File: config.mk
export PLATFORM = sky130hd
export DESIGN_NAME = escaped_packet_deframer_unit
export DESIGN_NICKNAME = d
export VERILOG_FILES = /design/src/rtl/core/epd_pkg.sv /design/src/rtl/core/escaped_packet_deframer_unit.sv /design/src/rtl/core/epd_ctrl.sv /design/src/rtl/core/epd_dp.sv
export SDC_FILE = /design/constraint.sdc
export NUM_CORES = 1
export LEC_CHECK = 0
export ABC_CLOCK_PERIOD_IN_PS = 6500
export BUFFER_PORTS_ARGS = -buffer_cell sky130_fd_sc_hd__buf_2
export CORE_ASPECT_RATIO = 0.75
export CORE_MARGIN = 5
export CORE_UTILIZATION = 50
export CTS_CLUSTER_DIAMETER = 40
export DETAILED_ROUTE_END_ITERATION = 8
export PLACE_DENSITY = 0.66
export SLEW_MARGIN = 20
export SYNTH_ARGS = -nofsm -noshare
export SYNTH_HDL_FRONTEND = slang
export SYNTH_SLANG_ARGS = --single-unit
File: constraint.sdc
create_clock -name clk -period 6.5 [get_ports clk]
set_input_delay 1.3 -clock clk [delete_from_list [all_inputs] [get_ports clk]]
set_output_delay 1.3 -clock clk [all_outputs]
set_load 0.005 [all_outputs]
File: src/rtl/core/epd_pkg.sv
`default_nettype none
// ----------------------------------------------------------------------------
// epd_pkg - shared types and constants of the escaped packet deframer
// Register indexes, reset values, sizes and the controller/datapath bundles.
// ----------------------------------------------------------------------------
package epd_pkg;

	localparam int MAX_PAYLOAD = 64;
	localparam int IDX_W       = $clog2(MAX_PAYLOAD);
	localparam int LEN_W       = $clog2(MAX_PAYLOAD + 1);
	localparam int BYTE_W      = 8;
	localparam int CFG_IDX_W   = 2;

	// configuration register indexes
	localparam logic [CFG_IDX_W-1:0] REG_MAX_LENGTH  = 2'd0;
	localparam logic [CFG_IDX_W-1:0] REG_START_CODE  = 2'd1;
	localparam logic [CFG_IDX_W-1:0] REG_END_CODE    = 2'd2;
	localparam logic [CFG_IDX_W-1:0] REG_ESCAPE_CODE = 2'd3;

	// reset values
	localparam logic [LEN_W-1:0]  RST_MAX_LENGTH  = LEN_W'(MAX_PAYLOAD);
	localparam logic [BYTE_W-1:0] RST_START_CODE  = 8'hff;
	localparam logic [BYTE_W-1:0] RST_END_CODE    = 8'hfe;
	localparam logic [BYTE_W-1:0] RST_ESCAPE_CODE = 8'hfd;

	// controller -> datapath
	typedef struct packed {
		logic open;      // clear length, counters, checksum and read index
		logic load_len;  // latch the length byte
		logic take_byte; // store a payload byte and add it to the sum
		logic out_load;  // move the read word into the output register and step the read index
	} epd_cmd_t;

	// datapath -> controller
	typedef struct packed {
		logic is_start;
		logic is_end;
		logic is_esc;
		logic len_ok;
		logic len_zero;
		logic sum_ok;
		logic pay_done;
		logic rd_last;
		logic out_free;
	} epd_status_t;

endpackage
`default_nettype wire

File: src/rtl/core/escaped_packet_deframer_unit.sv
`default_nettype none
// ----------------------------------------------------------------------------
// escaped_packet_deframer_unit - byte-stuffed frame receiver
// Recovers start/length/payload/checksum/end frames from a received byte
// stream and delivers the payload of each good frame byte by byte.
// ----------------------------------------------------------------------------
// Usage: received bytes are taken at one per cycle while a frame is being
// parsed or hunted for. When the end code of a good frame is taken, input
// stalls while the payload drains: each result takes a registered buffer
// read (S_RD) and then a load of the result register (S_LOAD), which waits
// while the result side stalls; an empty frame still yields one result, a
// zero byte with last set. The result register decouples the two sides, so
// the next byte is taken while the final result waits for its
// transfer. The 64-byte payload buffer needs no clearing after reset: only
// entries written in the current frame are ever read. Config registers
// (max_length, start_code, end_code, escape_code) are written through
// cfg_we/cfg_index/cfg_data and should only change while no frame is draining.
// ----------------------------------------------------------------------------
module escaped_packet_deframer_unit (
	input  wire logic                          clk,
	input  wire logic                          arst_n,
	// config write port
	input  wire logic                          cfg_we,
	input  wire logic [epd_pkg::CFG_IDX_W-1:0] cfg_index,
	input  wire logic [epd_pkg::BYTE_W-1:0]    cfg_data,
	// received bytes
	input  wire logic                          in_valid,
	output logic                               in_ready,
	input  wire logic [epd_pkg::BYTE_W-1:0]    rx_byte,
	// payload results
	output logic                               out_valid,
	input  wire logic                          out_ready,
	output logic [epd_pkg::BYTE_W-1:0]         payload_byte,
	output logic [epd_pkg::IDX_W-1:0]          byte_index,
	output logic [epd_pkg::LEN_W-1:0]          frame_length,
	output logic                               last
);
	import epd_pkg::*;

	epd_cmd_t    cmd;
	epd_status_t st;

	// phase tracking, escape handling and drain sequencing
	epd_ctrl u_ctrl (
		.clk      (clk),
		.arst_n   (arst_n),
		.in_valid (in_valid),
		.in_ready (in_ready),
		.st       (st),
		.cmd      (cmd)
	);

	// code compares, counters, checksum, payload buffer, result register
	epd_dp u_dp (
		.clk          (clk),
		.arst_n       (arst_n),
		.cfg_we       (cfg_we),
		.cfg_index    (cfg_index),
		.cfg_data     (cfg_data),
		.rx_byte      (rx_byte),
		.cmd          (cmd),
		.st           (st),
		.out_valid    (out_valid),
		.out_ready    (out_ready),
		.payload_byte (payload_byte),
		.byte_index   (byte_index),
		.frame_length (frame_length),
		.last         (last)
	);

endmodule
`default_nettype wire

File: src/rtl/core/epd_ctrl.sv
`default_nettype none
// ----------------------------------------------------------------------------
// epd_ctrl - framing state machine
// Tracks the frame phase and pending escape and sequences the payload drain.
// ----------------------------------------------------------------------------
module epd_ctrl (
	input  wire logic                 clk,
	input  wire logic                 arst_n,
	input  wire logic                 in_valid,
	output logic                      in_ready,
	input  wire epd_pkg::epd_status_t st,
	output epd_pkg::epd_cmd_t         cmd
);
	import epd_pkg::*;

	typedef enum logic [6:0] {
		S_HUNT    = 7'b0000001,
		S_LENGTH  = 7'b0000010,
		S_PAYLOAD = 7'b0000100,
		S_CHECK   = 7'b0001000,
		S_END     = 7'b0010000,
		S_RD      = 7'b0100000,
		S_LOAD    = 7'b1000000
	} state_t;

	state_t state_q, state_d;
	logic   escaped_q, escaped_d;
	logic   fire;
	logic   field;
	logic   data;

	assign in_ready = (state_q != S_RD) && (state_q != S_LOAD);
	assign fire     = in_valid && in_ready;
	assign field    = (state_q == S_LENGTH) || (state_q == S_PAYLOAD) || (state_q == S_CHECK);
	// escaped byte is literal; otherwise any code byte is not data
	assign data     = escaped_q || (!st.is_start && !st.is_end && !st.is_esc);

	always_comb begin
		state_d   = state_q;
		escaped_d = escaped_q;
		cmd       = '0;
		unique case (state_q) inside
			S_HUNT: begin
				if (fire && st.is_start) begin
					cmd.open = 1'b1;
					state_d  = S_LENGTH;
				end
			end
			S_LENGTH, S_PAYLOAD, S_CHECK: begin
				if (fire) begin
					if (escaped_q) begin
						escaped_d = 1'b0;
					end else if (st.is_start) begin
						cmd.open = 1'b1;
						state_d  = S_LENGTH;
					end else if (st.is_end) begin
						state_d = S_HUNT;
					end else if (st.is_esc) begin
						escaped_d = 1'b1;
					end
					if (data) begin
						if (state_q == S_LENGTH) begin
							if (!st.len_ok) begin
								state_d = S_HUNT;
							end else begin
								cmd.load_len = 1'b1;
								state_d      = st.len_zero ? S_CHECK : S_PAYLOAD;
							end
						end else if (state_q == S_PAYLOAD) begin
							cmd.take_byte = 1'b1;
							if (st.pay_done) begin
								state_d = S_CHECK;
							end
						end else begin
							state_d = st.sum_ok ? S_END : S_HUNT;
						end
					end
				end
			end
			S_END: begin
				if (fire) begin
					if (st.is_end) begin
						state_d = S_RD;
					end else if (st.is_start) begin
						cmd.open = 1'b1;
						state_d  = S_LENGTH;
					end else begin
						state_d = S_HUNT;
					end
				end
			end
			S_RD: begin
				state_d = S_LOAD;
			end
			S_LOAD: begin
				if (st.out_free) begin
					cmd.out_load = 1'b1;
					state_d      = st.rd_last ? S_HUNT : S_RD;
				end
			end
			default: begin
				state_d   = S_HUNT;
				escaped_d = 1'b0;
			end
		endcase
	end

	always_ff @(posedge clk or negedge arst_n) begin
		if (!arst_n) begin
			state_q   <= S_HUNT;
			escaped_q <= 1'b0;
		end else begin
			state_q   <= state_d;
			escaped_q <= escaped_d;
		end
	end

	// a pending escape only lives inside a field
	a_esc_in_field: assert property (@(posedge clk) disable iff (!arst_n)
		escaped_q |-> field)
		else $error("escape pending outside a frame field");

	// the drain holds off input until the last result is loaded
	a_drain_stall: assert property (@(posedge clk) disable iff (!arst_n)
		(state_q == S_LOAD && !cmd.out_load) |=> !in_ready)
		else $error("input taken during payload drain");

endmodule
`default_nettype wire

File: src/rtl/core/epd_dp.sv
`default_nettype none
// ----------------------------------------------------------------------------
// epd_dp - deframer datapath
// Code registers and compares, length/count/checksum, payload buffer, result
// register.
// ----------------------------------------------------------------------------
module epd_dp (
	input  wire logic                             clk,
	input  wire logic                             arst_n,
	input  wire logic                             cfg_we,
	input  wire logic [epd_pkg::CFG_IDX_W-1:0]    cfg_index,
	input  wire logic [epd_pkg::BYTE_W-1:0]       cfg_data,
	input  wire logic [epd_pkg::BYTE_W-1:0]       rx_byte,
	input  wire epd_pkg::epd_cmd_t                cmd,
	output epd_pkg::epd_status_t                  st,
	output logic                                  out_valid,
	input  wire logic                             out_ready,
	output logic [epd_pkg::BYTE_W-1:0]            payload_byte,
	output logic [epd_pkg::IDX_W-1:0]             byte_index,
	output logic [epd_pkg::LEN_W-1:0]             frame_length,
	output logic                                  last
);
	import epd_pkg::*;

	logic [LEN_W-1:0]  max_length_q;
	logic [BYTE_W-1:0] start_code_q;
	logic [BYTE_W-1:0] end_code_q;
	logic [BYTE_W-1:0] escape_code_q;

	logic [LEN_W-1:0]  frame_len_q;
	logic [LEN_W-1:0]  bytes_taken_q;
	logic [BYTE_W-1:0] sum_q;
	logic [IDX_W-1:0]  rd_idx_q;
	logic [BYTE_W-1:0] rd_data_q;
	logic [BYTE_W-1:0] mem [MAX_PAYLOAD];

	logic              out_valid_q;
	logic [BYTE_W-1:0] out_byte_q;
	logic [IDX_W-1:0]  out_idx_q;
	logic [LEN_W-1:0]  out_len_q;
	logic              out_last_q;

	logic [LEN_W-1:0]  rd_next;
	logic              len_empty;

	always_ff @(posedge clk or negedge arst_n) begin
		if (!arst_n) begin
			max_length_q  <= RST_MAX_LENGTH;
			start_code_q  <= RST_START_CODE;
			end_code_q    <= RST_END_CODE;
			escape_code_q <= RST_ESCAPE_CODE;
		end else if (cfg_we) begin
			unique case (cfg_index)
				REG_MAX_LENGTH:  max_length_q  <= cfg_data[LEN_W-1:0];
				REG_START_CODE:  start_code_q  <= cfg_data;
				REG_END_CODE:    end_code_q    <= cfg_data;
				REG_ESCAPE_CODE: escape_code_q <= cfg_data;
				default: ;
			endcase
		end
	end

	assign rd_next   = LEN_W'(rd_idx_q) + LEN_W'(1);
	assign len_empty = (frame_len_q == '0);

	always_comb begin
		st.is_start = (rx_byte == start_code_q);
		st.is_end   = (rx_byte == end_code_q);
		st.is_esc   = (rx_byte == escape_code_q);
		st.len_ok   = (rx_byte <= {1'b0, max_length_q}) && (rx_byte <= BYTE_W'(MAX_PAYLOAD));
		st.len_zero = (rx_byte == '0);
		st.sum_ok   = (rx_byte == sum_q);
		st.pay_done = ((bytes_taken_q + LEN_W'(1)) >= frame_len_q);
		st.rd_last  = len_empty || (rd_next >= frame_len_q);
		st.out_free = !out_valid_q || out_ready;
	end

	always_ff @(posedge clk or negedge arst_n) begin
		if (!arst_n) begin
			frame_len_q   <= '0;
			bytes_taken_q <= '0;
			sum_q         <= '0;
			rd_idx_q      <= '0;
		end else begin
			if (cmd.open) begin
				frame_len_q   <= '0;
				bytes_taken_q <= '0;
				sum_q         <= '0;
				rd_idx_q      <= '0;
			end
			if (cmd.load_len) begin
				frame_len_q <= rx_byte[LEN_W-1:0];
			end
			if (cmd.take_byte) begin
				bytes_taken_q <= bytes_taken_q + LEN_W'(1);
				sum_q         <= sum_q + rx_byte;
			end
			if (cmd.out_load) begin
				rd_idx_q <= rd_next[IDX_W-1:0];
			end
		end
	end

	// payload buffer, registered read
	always_ff @(posedge clk) begin
		if (cmd.take_byte) begin
			mem[bytes_taken_q[IDX_W-1:0]] <= rx_byte;
		end
		rd_data_q <= mem[rd_idx_q];
	end

	always_ff @(posedge clk or negedge arst_n) begin
		if (!arst_n) begin
			out_valid_q <= 1'b0;
		end else if (cmd.out_load) begin
			out_valid_q <= 1'b1;
		end else if (out_ready) begin
			out_valid_q <= 1'b0;
		end
	end

	always_ff @(posedge clk) begin
		if (cmd.out_load) begin
			out_byte_q <= len_empty ? '0 : rd_data_q;
			out_idx_q  <= rd_idx_q;
			out_len_q  <= frame_len_q;
			out_last_q <= st.rd_last;
		end
	end

	assign out_valid    = out_valid_q;
	assign payload_byte = out_byte_q;
	assign byte_index   = out_idx_q;
	assign frame_length = out_len_q;
	assign last         = out_last_q;

	a_write_in_frame: assert property (@(posedge clk) disable iff (!arst_n)
		cmd.take_byte |-> (bytes_taken_q < frame_len_q))
		else $error("payload write beyond frame length");

	a_no_overwrite: assert property (@(posedge clk) disable iff (!arst_n)
		cmd.out_load |-> (!out_valid_q || out_ready))
		else $error("result register overwritten before transfer");

	a_read_in_frame: assert property (@(posedge clk) disable iff (!arst_n)
		(cmd.out_load && !len_empty) |-> (LEN_W'(rd_idx_q) < frame_len_q))
		else $error("payload read beyond frame length");

endmodule
`default_nettype wire
Yosys cells after proc, flatten, opt, wreduce, memory -nomap -nowiden
Memory sizes are Yosys's and may differ from the RTL's. A register that Yosys moved wholly into a read port is not among the register bits.
Cells that the tools add are included.
{"block": "op_classes", "add_sub_neg": 3, "magnitude_cmp": 4, "eq_ne": 20, "mux": 50, "n_bitwise": 1, "reduce_logical": 28}
{"op": "7-bit two-way mux", "count": 16}
{"op": "7-bit case mux with 5 select lines", "count": 1}
{"op": "8-bit equality test", "count": 4}
{"op": "1-bit two-way mux", "count": 20}
{"op": "6-bit two-way mux", "count": 3}
{"op": "8-bit two-way mux", "count": 2}
{"op": "7-bit >= comparator", "count": 2}
{"op": "2-bit AND reduction", "count": 5}
{"op": "8-bit adder", "count": 1}
{"op": "8-bit by 7-bit <= comparator with 1-bit output", "count": 1}
{"op": "8-bit by 7-bit <= comparator with 1-bit output (second input constant)", "count": 1}
{"op": "8-bit zero test", "count": 1}
{"op": "2-bit nonzero test", "count": 4}
{"op": "6-bit by 1-bit adder with 7-bit output (second input constant)", "count": 1}
{"op": "7-bit by 1-bit adder with 7-bit output (second input constant)", "count": 1}
{"op": "7-bit by 1-bit equality test with 1-bit output (second input constant)", "count": 1}
{"op": "7-bit by 2-bit equality test with 1-bit output (second input constant)", "count": 1}
{"op": "7-bit by 3-bit equality test with 1-bit output (second input constant)", "count": 1}
{"op": "7-bit by 4-bit equality test with 1-bit output (second input constant)", "count": 1}
{"op": "7-bit by 5-bit equality test with 1-bit output (second input constant)", "count": 1}
{"op": "7-bit by 6-bit equality test with 1-bit output (second input constant)", "count": 1}
{"op": "7-bit equality test (second input constant)", "count": 1}
{"op": "7-bit zero test", "count": 1}
{"op": "7-bit by 6-bit inequality test with 1-bit output (second input constant)", "count": 1}
{"op": "other kinds (19)", "count": 34}
{"block": "word_totals", "reg_bits": 90, "ramBits": 512, "in_bits": 23, "out_inout_bits": 24, "wordCells": 122, "mem_count": 1}
{"name": "u_dp.mem", "depth": 64, "word_bits": 8, "rd": 1, "rd_ports_with_merged_regs": 1, "write_ports": 1, "line_no": "epd_dp.sv:35", "rtl": "logic [BYTE_W-1:0] mem [MAX_PAYLOAD];"}

Depth between registers and ports, before layout
Gate-level depths: netlist (run 1).
{"block": "logic_depth", "word_depth": 10, "ltp_mapped": 12, "depth_no_buf": 11}

By module
A second synthesis (run 1) with hierarchy kept.
{"block": "unflattened", "cells_unflattened": 1391, "hier_area_um2": 25070.3}
{"mod": "epd_dp", "n_inst": 1, "cells_per_inst": 1275, "area_per_inst_um2": 24158.2, "seq_area_each_um2": 17725.8}
{"mod": "epd_ctrl", "n_inst": 1, "cells_per_inst": 116, "area_per_inst_um2": 912.1, "seq_area_each_um2": 201.4}

Least setup slack after synthesis (run 1)
No wires, ideal clock.
{"block": "synth_path", "path_type": "input -> register", "from": "input rx_byte[7] (netlist name)", "to": "memory u_dp.mem[11][0] (enable)", "setup_ns": 0.370, "arrival_ns": 3.210, "required_ns": 6.130, "setup_slack_ns": 2.920, "path_stages": 9, "n_path_buf": 2, "path_cell_list": "buf_2 -> xor2_1 -> nor4_1 -> and2_1 -> o21ai_2 -> nand3_4 -> or4b_1 -> buf_2 -> nor2_1"}
{"block": "synth_between", "elab_chain_len": 10, "elab_cells_between_ends": 14, "cone_classes": "eq/ne (3); mux (5); reduce/logical (6)"}
{"element": "start: declaration", "line_no": "escaped_packet_deframer_unit.sv:29", "rtl": "input wire logic [epd_pkg::BYTE_W-1:0] rx_byte,"}
{"element": "8-bit equality test (on tied branches)", "line_no": "epd_dp.sv:67, epd_dp.sv:68"}
{"element": "1-bit zero test", "line_no": "epd_ctrl.sv:36", "rtl": "assign data = escaped_q || (!st.is_start && !st.is_end && !st.is_esc);"}
{"element": "1-bit logical AND", "line_no": "epd_ctrl.sv:36"}
{"element": "1-bit logical AND (*)", "line_no": "epd_ctrl.sv:36"}
{"element": "1-bit logical OR (*)", "line_no": "epd_ctrl.sv:36"}
{"element": "2-bit two-way mux (*)", "line_no": "epd_ctrl.sv:61", "rtl": "if (data) begin"}
{"element": "3-bit two-way mux (*)", "line_no": "epd_ctrl.sv:50", "rtl": "if (fire) begin"}
{"element": "2-bit two-way mux (*)", "line_no": "epd_ctrl.sv:42", "rtl": "unique case (state_q) inside"}
{"element": "1-bit two-way mux (*)", "line_no": "epd_dp.sv:106", "rtl": "if (cmd.take_byte) begin"}
{"element": "1-bit two-way mux (not written as such) (*)", "line_no": "epd_dp.sv:107", "rtl": "mem[bytes_taken_q[IDX_W-1:0]] <= rx_byte;"}
{"element": "end: declaration", "line_no": "epd_dp.sv:35"}
Every way passes the cells marked *; elsewhere a longest branch is shown, timed or not.

Worst setup path after layout (run 1)
{"block": "layout_path", "from": "input rx_byte[3] (netlist name)", "to": "memory u_dp.mem[47][7] (enable)"}
Same word-level chain as after synthesis.

==> out/qor.txt, run 1 <==
PLACE
-----------------------------------------------------------------------------------------------------------------
Weighted congestion reported at the end of routability-driven placement                                    0.8394
Placed Cells                                                                                                 2191
Minimum setup slack after placement                                                                      1.363 ns
Dpl cell area                                                                                          26180 um^2
Number of I/O port buffers                                                                                     46
HPWL after DPL                                                                                           37.24 mm

SYNTHESIS
-----------------------------------------------------------------------------------------------------------------
Mean instance size in the synthesized netlist                                                          16.31 um^2
EDFF count, synth                                                                                             534
Distinct cell type count after synthesis                                                                       71
Async set or reset register ratio after synthesis                                                          0.1115
Leading register cell type out of synthesis                                                          sky130_fd_sc_hd__edfxtp_1
Fraction of the mapped netlist area in simple logic gates                                                 0.06067
Main combinational cell family by area after synthesis                                               multiplexers
Arithmetic-cell share of the synthesized area counting full adders, half adders and majority gates        0.01561
Complex-gate fraction of the synthesized area                                                             0.05489
Synth warnings                                                                                                  0
Mapped cell area                                                                                       25330 um^2
Flops & latches, synth                                                                                        610
Area share of xor/xnor cells in the synthesized design                                                    0.01418
Gate Count Post-Synth                                                                                        1553
Multiplexer area fraction after synthesis                                                                  0.1296
Fraction of the yosys area taken by sequential cells                                                       0.7078
Syn_nets                                                                                                     1607

GLOBAL ROUTING
-----------------------------------------------------------------------------------------------------------------
Global route overflow                                                                                           0
Pin count of the biggest net entering global routing                                                          129
Total Routing Usage GR                                                                                     0.2165
Via count of the first global-routing pass                                                                 13.62k
Number of antenna violations at the first check in global routing                                               6
Global-route wire length before repair                                                                   89.13 mm

LAYOUT
-----------------------------------------------------------------------------------------------------------------
Commonest cells after routing, fill and taps aside                                                   534 x sky130_fd_sc_hd__edfxtp_1, 148 x sky130_fd_sc_hd__nor2_1, 130 x sky130_fd_sc_hd__mux2i_1, 72 x sky130_fd_sc_hd__mux4_2, 69 x sky130_fd_sc_hd__nand2_1
Area Growth Syn to Fin                                                                                     11.53%
Final net count                                                                                              1650
Finished layout cell area                                                                              28250 um^2
Fill cell total of the finished layout                                                                       3849
Most common library cell in the layout ignoring fill and taps                                        sky130_fd_sc_hd__edfxtp_1
Final standard cell utilization of the core                                                                0.5638
Fraction of final layout cells sized beyond drive strength 1                                               0.1865
Ant diodes                                                                                                      0
Cell Count, Final, Fillers Out                                                                               2303

CTS
-----------------------------------------------------------------------------------------------------------------
Maximum level of the CTS H-tree                                                                                 2
Maximum buffer depth of the clock tree                                                                          3
Number of buffers inserted by hold repair at cts                                                                0
Post-cts gate resize count                                                                                      0
Number of buffers inserted during clock tree synthesis                                                         60
Cell chosen for the clock root                                                                       sky130_fd_sc_hd__clkbuf_16
Clock transition at the register clock pins on the worst setup and hold paths after CTS                   0.06 ns
Setup repair bufs after CTS                                                                                     0
CTS Sinks                                                                                                     610
Clock tree from TritonCTS                                                                                    done
Worst-Skew Late Latency                                                                                   0.61 ns

PWR
-----------------------------------------------------------------------------------------------------------------
Power density normalized to cell area                                                                301.8 nW/um^2
Final Power                                                                                              8.526 mW
Maximum vdd drop                                                                                      0.0002592 V
Leakage Power                                                                                            8.996 nW

DRT
-----------------------------------------------------------------------------------------------------------------
Mean number of vias per cell                                                                                5.990
Vias post-DR                                                                                               13.80k
Metal3 WL                                                                                                6.608 mm
Routed wire per std cell                                                                                 26.14 um
Drt drc                                                                                                         0
DRT iter0 DRCs                                                                                               1506
Count of TritonRoute iterations in the first routing pass                                                       5
Max Used Layer                                                                                               met5
Length of routed met2 wiring                                                                             26.24 mm
Metal-1 WL                                                                                               26.36 mm
Number of nets with antenna violations after detailed routing                                                   0
Drt total wl                                                                                             60.20 mm

DIE
-----------------------------------------------------------------------------------------------------------------
Die Outline Area                                                                                       55300 um^2
Effective utilization at floorplan                                                                         0.5055
Placeable core area                                                                                    50100 um^2
I/O pin cnt                                                                                                    47
Horiz. Die Dim                                                                                           269.9 um
Vertical extent of the die                                                                               204.9 um
Row count                                                                                                      71

CRITICAL PATH
-----------------------------------------------------------------------------------------------------------------
Setup CP Type                                                                                        primary input to register
Reg-to-reg critical path startpoint                                                                  u_ctrl.state_q[6]
Critical Path Start Type                                                                             primary input
Endpoint of the worst register-to-register path                                                      u_dp.mem[47][7]
Endpoint type of the worst setup path                                                                    register
Top fanout value on the critical path                                                                          32
Critical path arrival                                                                                     4.77 ns
Worst-case register-to-register setup slack                                                               2.60 ns
Worst endpoint required time                                                                              6.74 ns
R2R depth                                                                                                       7

HOLD PATH
-----------------------------------------------------------------------------------------------------------------
Hold Path Origin                                                                                     u_dp.frame_len_q[5]
Hold-critical path endpoint                                                                          u_dp.frame_length[5]
Type of the most critical hold path                                                                  register to register
Number of cells traversed by the worst hold path                                                                0

TIMING
-----------------------------------------------------------------------------------------------------------------
Slew Limit Fails                                                                                                0
Highest achievable clock rate                                                                          0.2206 GHz
Worst Tran Pin Value                                                                                     1.051 ns
RSZ-0062 raised after global routing                                                                        false
Time the worst path needs with I/O delays and setup                                                      4.533 ns
Final hold slack                                                                                        0.4744 ns
Share of the cycle needed by the critical path after routing                                               0.6974
Worst setup slack after layout                                                                           1.967 ns
Total negative slack for setup checks                                                                        0 ns
Worst setup skew after layout                                                                          0.01684 ns
Worst slew margin                                                                                          0.2949
Count of endpoints failing setup in the final report                                                            0
Final Hold Viols                                                                                                0

JOB
-----------------------------------------------------------------------------------------------------------------
Total of max-cap violations                                                                                     0

STATUS
-----------------------------------------------------------------------------------------------------------------
Result of the run                                                                                    finished, final reports clean

[worst max path at each step]
stage	depth (start not counted)	startpoint	to	slack, ns
2_1_floorplan	9	rx_byte[7]	u_dp.mem[11][0]	2.92
3_3_place_gp	8	rx_byte[3]	u_dp.mem[47][4]	1.43
3_5_place_dp	8	rx_byte[3]	u_dp.mem[47][2]	1.36
4_1_cts	8	rx_byte[3]	u_dp.mem[47][7]	1.99
5_1_grt	8	rx_byte[3]	u_dp.mem[47][3]	1.74
6_report	8	rx_byte[3]	u_dp.mem[47][7]	1.97
[metal layers]
layer	track usage	vias up
met5	0	-
met4	0.04264	6
met3	0.07787	76
met2	0.3165	602
met1	0.3186	6963
li1	-	6149
[cell usage after synthesis, types with 2 or more instances]
master,number,area (um^2)
sky130_fd_sc_hd__nor3b_1,3,22.52
sky130_fd_sc_hd__dfrtp_1,44,1101
sky130_fd_sc_hd__mux2_1,6,67.56
sky130_fd_sc_hd__dfxtp_1,8,160.2
sky130_fd_sc_hd__mux4_2,72,1622
sky130_fd_sc_hd__and2_1,10,62.56
sky130_fd_sc_hd__dfstp_2,24,630.6
sky130_fd_sc_hd__or2_2,2,12.51
sky130_fd_sc_hd__nand3b_1,7,52.55
sky130_fd_sc_hd__nand4_1,4,25.02
sky130_fd_sc_hd__o22ai_1,35,219.0
sky130_fd_sc_hd__and3_1,4,25.02
sky130_fd_sc_hd__buf_2,27,135.1
sky130_fd_sc_hd__a22o_1,12,105.1
sky130_fd_sc_hd__nor2_1,148,555.5
sky130_fd_sc_hd__or3_1,3,18.77
sky130_fd_sc_hd__o32a_1,2,20.02
sky130_fd_sc_hd__buf_4,2,15.01
sky130_fd_sc_hd__a21oi_1,49,245.2
sky130_fd_sc_hd__edfxtp_1,534,16040
sky130_fd_sc_hd__mux2_2,26,292.8
sky130_fd_sc_hd__nand3_1,14,70.07
sky130_fd_sc_hd__ha_1,30,375.4
sky130_fd_sc_hd__o221ai_1,32,280.3
sky130_fd_sc_hd__or3b_2,2,17.52
sky130_fd_sc_hd__buf_1,11,41.29
sky130_fd_sc_hd__o21a_1,4,30.03
sky130_fd_sc_hd__nand2b_1,10,62.56
sky130_fd_sc_hd__o21ai_1,12,60.06
sky130_fd_sc_hd__nor3_1,8,40.04
sky130_fd_sc_hd__o21ai_0,40,200.2
sky130_fd_sc_hd__nor2_2,8,50.05
sky130_fd_sc_hd__nor4_1,8,50.05
sky130_fd_sc_hd__inv_1,21,78.83
sky130_fd_sc_hd__mux2i_1,130,1301
sky130_fd_sc_hd__or2_1,2,12.51
sky130_fd_sc_hd__xnor2_1,22,192.7
sky130_fd_sc_hd__nor2_4,2,22.52
sky130_fd_sc_hd__nor4_2,2,25.02
sky130_fd_sc_hd__xor2_1,19,166.4
sky130_fd_sc_hd__a21o_1,11,82.58
sky130_fd_sc_hd__clkbuf_1,41,153.9
sky130_fd_sc_hd__a211o_1,3,26.28
sky130_fd_sc_hd__nand2_1,70,262.8
sky130_fd_sc_hd__nand4b_1,3,26.28
[worst max-delay path, cell delays in order]
cell	delay, ns
sky130_fd_sc_hd__buf_2	0.60
sky130_fd_sc_hd__xor2_1	0.20
sky130_fd_sc_hd__nor4_1	0.08
sky130_fd_sc_hd__and2_1	0.20
sky130_fd_sc_hd__o21ai_2	0.23
sky130_fd_sc_hd__and3_1	0.77
sky130_fd_sc_hd__nand4b_1	0.63
sky130_fd_sc_hd__nor2_1	0.73
[final cells by class]
class	instances	area (um^2)	share of cell area
Multi-Input combinational cell	840	6974	0.2469
Inverter	21	78.83	0.002791
Tap cell	657	822.0	0.02910
Clock inverter	37	457.9	0.01621
Sequential cell	610	17930	0.6349
Clock buffer	75	1610	0.05701
Timing Repair Buffer	63	370.4	0.01311
[registers in the layout, summed over array words and instances, names as in the netlist]
register	count
u_dp.escape_code_q	8
u_dp.end_code_q	8
u_dp.start_code_q	8
u_dp.byte_index	6
u_dp.payload_byte	8
u_ctrl.escaped_q	1
u_dp.frame_len_q	7
u_dp.max_length_q	7
u_dp.mem	512
u_dp.out_valid	1
u_dp.rd_data_q	8
u_dp.bytes_taken_q	7
u_dp.rd_idx_q	6
u_dp.last	1
u_ctrl.state_q	7
u_dp.frame_length	7
u_dp.sum_q	8
[kinds of logic (layout without fill, tap and decap cells)]
logic type | after synthesis | after routing
simple gates | 321 | 321
flops | 610 | 610
buf+inv | 103 | 196
xor+xnor | 41 | 41
mux | 234 | 234
compound gates | 213 | 213
fa+ha+maj | 31 | 31
[report_power, final]
| part | total [mW] | leakage [nW] | switching (mW) | internal, mW |
|---|---|---|---|---|
| sequential | 4.42 | 5.66 | 0.0659 | 4.36 |
| clock | 3.60 | 0.987 | 1.50 | 2.09 |
| combinational | 0.507 | 2.35 | 0.315 | 0.192 |
| total | 8.53 | 9.00 | 1.88 | 6.64 |
No activity file was read; power rests on OpenSTA's default activity.
==> inputs of run 2 (changes only) <==
--- a/config.mk
+++ b/config.mk
@@ -5,14 +5,15 @@
 export SDC_FILE = /design/constraint.sdc
 export NUM_CORES = 1
 export LEC_CHECK = 0
-export ABC_CLOCK_PERIOD_IN_PS = 6500
+export ABC_AREA = 1
+export ABC_CLOCK_PERIOD_IN_PS = 3700
 export BUFFER_PORTS_ARGS = -buffer_cell sky130_fd_sc_hd__buf_2
 export CORE_ASPECT_RATIO = 0.75
 export CORE_MARGIN = 5
 export CORE_UTILIZATION = 50
 export CTS_CLUSTER_DIAMETER = 40
 export DETAILED_ROUTE_END_ITERATION = 8
-export PLACE_DENSITY = 0.66
+export PLACE_DENSITY = 0.68
 export SLEW_MARGIN = 20
 export SYNTH_ARGS = -nofsm -noshare
 export SYNTH_HDL_FRONTEND = slang
==> constraint.sdc (replaced) <==
create_clock -name clk -period 3.7 [get_ports clk]
set_input_delay 0.74 -clock clk [delete_from_list [all_inputs] [get_ports clk]]
set_output_delay 0.74 -clock clk [all_outputs]
set_load 0.005 [all_outputs]
==> run 2 against run 1 <==
Worst hold slack worse by 0.14 ns. Clock-buffer cell count shrank 1. Core utilization about the same. Worst setup slack worse by 1.2 ns. Routed wire length is 15% higher. Clock power grew 67%. Final cell count grew 25%. Clock skew up 0.0067 ns. Global-route usage rose by 2.8 points. Cell area is 0.77% higher. Synthesized cell count increased by 38%. Via count increased by 24%. Largest cell class unchanged.
==> out/qor.txt, run 2 <==
CTS
------------------------------------------------------------------------------------------------------
Cell chosen for the clock root                                                            sky130_fd_sc_hd__clkbuf_16
Clock transition at the register clock pins on the worst setup and hold paths after CTS        0.06 ns
Maximum level of the CTS H-tree                                                                      2
Number of buffers inserted by hold repair at cts                                                     0
Post-cts gate resize count                                                                           0
Number of buffers inserted during clock tree synthesis                                              59
CTS Sinks                                                                                          610
Clock tree from TritonCTS                                                                         done
Setup repair bufs after CTS                                                                          0
Maximum buffer depth of the clock tree                                                               3
Worst-Skew Late Latency                                                                        0.60 ns

GLOBAL ROUTING
------------------------------------------------------------------------------------------------------
Total Routing Usage GR                                                                          0.2450
Via count of the first global-routing pass                                                      16.43k
Pin count of the biggest net entering global routing                                               153
Number of antenna violations at the first check in global routing                                    3
Global route overflow                                                                                0
Global-route wire length before repair                                                        102.6 mm

CRITICAL PATH
------------------------------------------------------------------------------------------------------
Slowest stage cell, crit path                                                             sky130_fd_sc_hd__nor2_1
Maximum cell stage delay along the critical path                                               0.64 ns
Endpoint type of the worst setup path                                                         register
Cells along the critical path                                                             nor2_1, nand2_1, inv_2, nand3_2, nand2_1, inv_2, nand2_1, inv_2, nand3_4, nor2_8, nand2_2, nor2_1
Critical Path Start Type                                                                      register
Endpoint of the worst register-to-register path                                           u_dp.mem[14][1]
Worst endpoint required time                                                                   3.92 ns
Worst-case register-to-register setup slack                                                    0.73 ns
Critical path arrival                                                                          3.20 ns
Reg-to-reg critical path startpoint                                                       u_ctrl.state_q[0]
R2R depth                                                                                           12
Cell family contributing the most delay on the critical path                              simple AND/OR/NAND/NOR gates
Top fanout value on the critical path                                                                8
Setup CP Type                                                                             register to register
Bufs and invs on worst path                                                                          3

PLACE
------------------------------------------------------------------------------------------------------
Weighted congestion reported at the end of routability-driven placement                         0.9557
Minimum setup slack after placement                                                          0.2383 ns
Number of I/O port buffers                                                                          46
HPWL after DPL                                                                                43.22 mm

DIE
------------------------------------------------------------------------------------------------------
Placeable core area                                                                         50460 um^2
Effective utilization at floorplan                                                              0.5086
Row count                                                                                           71
Vertical extent of the die                                                                    206.2 um
Horiz. Die Dim                                                                                271.6 um
I/O pin cnt                                                                                         47
Die Outline Area                                                                            56000 um^2

TIMING
------------------------------------------------------------------------------------------------------
Time the worst path needs with I/O delays and setup                                           2.973 ns
Share of the cycle needed by the critical path after routing                                    0.8036
Highest achievable clock rate                                                               0.3363 GHz
Worst setup skew after layout                                                               0.02356 ns
Slew Limit Fails                                                                                     0
Total negative slack for setup checks                                                             0 ns
Worst Tran Pin Value                                                                          1.060 ns
Worst setup slack after layout                                                               0.7266 ns
Worst slew margin                                                                               0.2916
Final Hold Viols                                                                                     0
Final hold slack                                                                             0.3349 ns
RSZ-0062 raised after global routing                                                             false
Count of endpoints failing setup in the final report                                                 0

LAYOUT
------------------------------------------------------------------------------------------------------
Fraction of final layout cells sized beyond drive strength 1                                    0.1042
Most common library cell in the layout ignoring fill and taps                             sky130_fd_sc_hd__edfxtp_1
Final net count                                                                                   2231
Area Growth Syn to Fin                                                                          10.91%
Commonest cells after routing, fill and taps aside                                        534 x sky130_fd_sc_hd__edfxtp_1, 370 x sky130_fd_sc_hd__nand2_1, 274 x sky130_fd_sc_hd__nor2_1, 238 x sky130_fd_sc_hd__o21ai_0
Max FFs per register                                                                               512

SYNTHESIS
------------------------------------------------------------------------------------------------------
Flops & latches, synth                                                                             610
Share of Yosys cell area claimed by the top area cell type                                      0.6248
Distinct cell type count after synthesis                                                            44
Async set or reset register ratio after synthesis                                               0.1115
EDFF count, synth                                                                                  534
Top post-synthesis cells by count                                                         534 x sky130_fd_sc_hd__edfxtp_1, 370 x sky130_fd_sc_hd__nand2_1, 276 x sky130_fd_sc_hd__nor2_1
Mean instance size in the synthesized netlist                                               11.94 um^2
Gate Count Post-Synth                                                                             2149
Cell type with the highest aggregate area in the netlist                                  sky130_fd_sc_hd__edfxtp_1
Leading register cell type out of synthesis                                               sky130_fd_sc_hd__edfxtp_1
Syn_nets                                                                                          2203
Leading cell type by number of instances after synthesis                                  sky130_fd_sc_hd__edfxtp_1
Cell types occupying the most area after synthesis                                        sky130_fd_sc_hd__edfxtp_1 62%, sky130_fd_sc_hd__nand2_1 5.4%, sky130_fd_sc_hd__o21ai_0 4.6%
Mapped cell area                                                                            25660 um^2
Synth warnings                                                                                       0
Fraction of the yosys area taken by sequential cells                                            0.6986

DRT
------------------------------------------------------------------------------------------------------
Metal3 WL                                                                                     8.086 mm
Max Used Layer                                                                                    met5
Count of TritonRoute iterations in the first routing pass                                            6
DRT iter0 DRCs                                                                                    2107
Drt drc                                                                                              0
Metal-1 WL                                                                                    29.17 mm
Routed wire per std cell                                                                      24.08 um
Number of nets with antenna violations after detailed routing                                        0
Vias post-DR                                                                                    17.12k
Mean number of vias per cell                                                                     5.933
Drt total wl                                                                                  69.48 mm
Length of routed met2 wiring                                                                  29.95 mm

PWR
------------------------------------------------------------------------------------------------------
Final Power                                                                                   16.29 mW
Power density normalized to cell area                                                     572.4 nW/um^2
Leakage Power                                                                                 10.31 nW
Maximum vdd drop                                                                           0.0003459 V

HOLD PATH
------------------------------------------------------------------------------------------------------
Type of the most critical hold path                                                       primary input to asynchronous set/reset pin

JOB
------------------------------------------------------------------------------------------------------
Total of max-cap violations                                                                          0

STATUS
------------------------------------------------------------------------------------------------------
Result of the run                                                                         finished, final reports clean

run 2: changes by cell type after synthesis, sizes merged, moves of 26 or more:
cell	previous run	this run
nand3	15	63
nand2	70	375
nor2	158	282
o211ai	0	26
mux4	72	0
mux2i	130	53
o221ai	32	1
o22ai	35	95
a21oi	49	95
inv	21	101
mux2	32	0
o21ai	53	249
run 2: metal layers:
| metal | up-vias | track usage |
|---|---|---|
| li1 | 7740 | - |
| met1 | 8307 | 0.3570 |
| met2 | 927 | 0.3554 |
| met3 | 139 | 0.07335 |
| met4 | 4 | 0.08204 |
| met5 | - | 0 |
run 2: cell families (layout without fill, tap and decap cells):
logic type | after synthesis | after routing | synth area share
xor gates and xnor gates | 25 | 25 | 0.008532
AOI/OAI and AO/OA | 479 | 479 | 0.1019
buffers and inverters | 208 | 286 | 0.03354
and+or+nand+nor | 743 | 743 | 0.1214
other | 0 | 1 | 0
muxes | 53 | 53 | 0.02067
adders and majority gates | 31 | 31 | 0.01541
DFF | 610 | 610 | 0.6986
run 2: metrics by stage:
step | area (um^2) | util | cells
final | 28460 | 0.5641 | 2885
after global routing | 28460 | 0.5641 | 2885
after CTS | 28460 | 0.5641 | 2884
after detailed placement | 26510 | 0.5254 | 2773
after global placement | 26510 | 0.5254 | 2773
after floorplan | 25660 | - | 2149
run 2: area by class of cell:
cell class / count / area (um^2)
fillers: 4107 / 21990
inverters: 103 / 394.1
multi-input cells: 1331 / 6885
repair buffers: 72 / 475.5
diodes: 1 / 2.502
flip-flops and latches: 610 / 17930
well taps: 657 / 822.0
clock inverters: 37 / 377.9
clock buffers: 74 / 1574
run 2: worst max path at each step:
stage                 startpoint              end  cells after the start
2_1_floorplan         rx_byte[7]  u_dp.mem[24][0]                     11
3_3_place_gp          rx_byte[1]  u_dp.mem[28][2]                     12
3_5_place_dp          rx_byte[1]  u_dp.mem[63][5]                     12
4_1_cts        u_ctrl.state_q[0]  u_dp.mem[14][1]                     12
5_1_grt        u_ctrl.state_q[0]   u_dp.mem[6][2]                     12
6_report       u_ctrl.state_q[0]  u_dp.mem[14][1]                     12
run 2: report_power, final:
| group | total, mW | internal (mW) | switching (mW) | leakage [nW] |
|---|---|---|---|---|
| registers | 7.87 | 7.70 | 0.174 | 5.64 |
| clock network | 6.00 | 3.40 | 2.60 | 0.948 |
| logic | 2.41 | 0.701 | 1.71 | 3.72 |
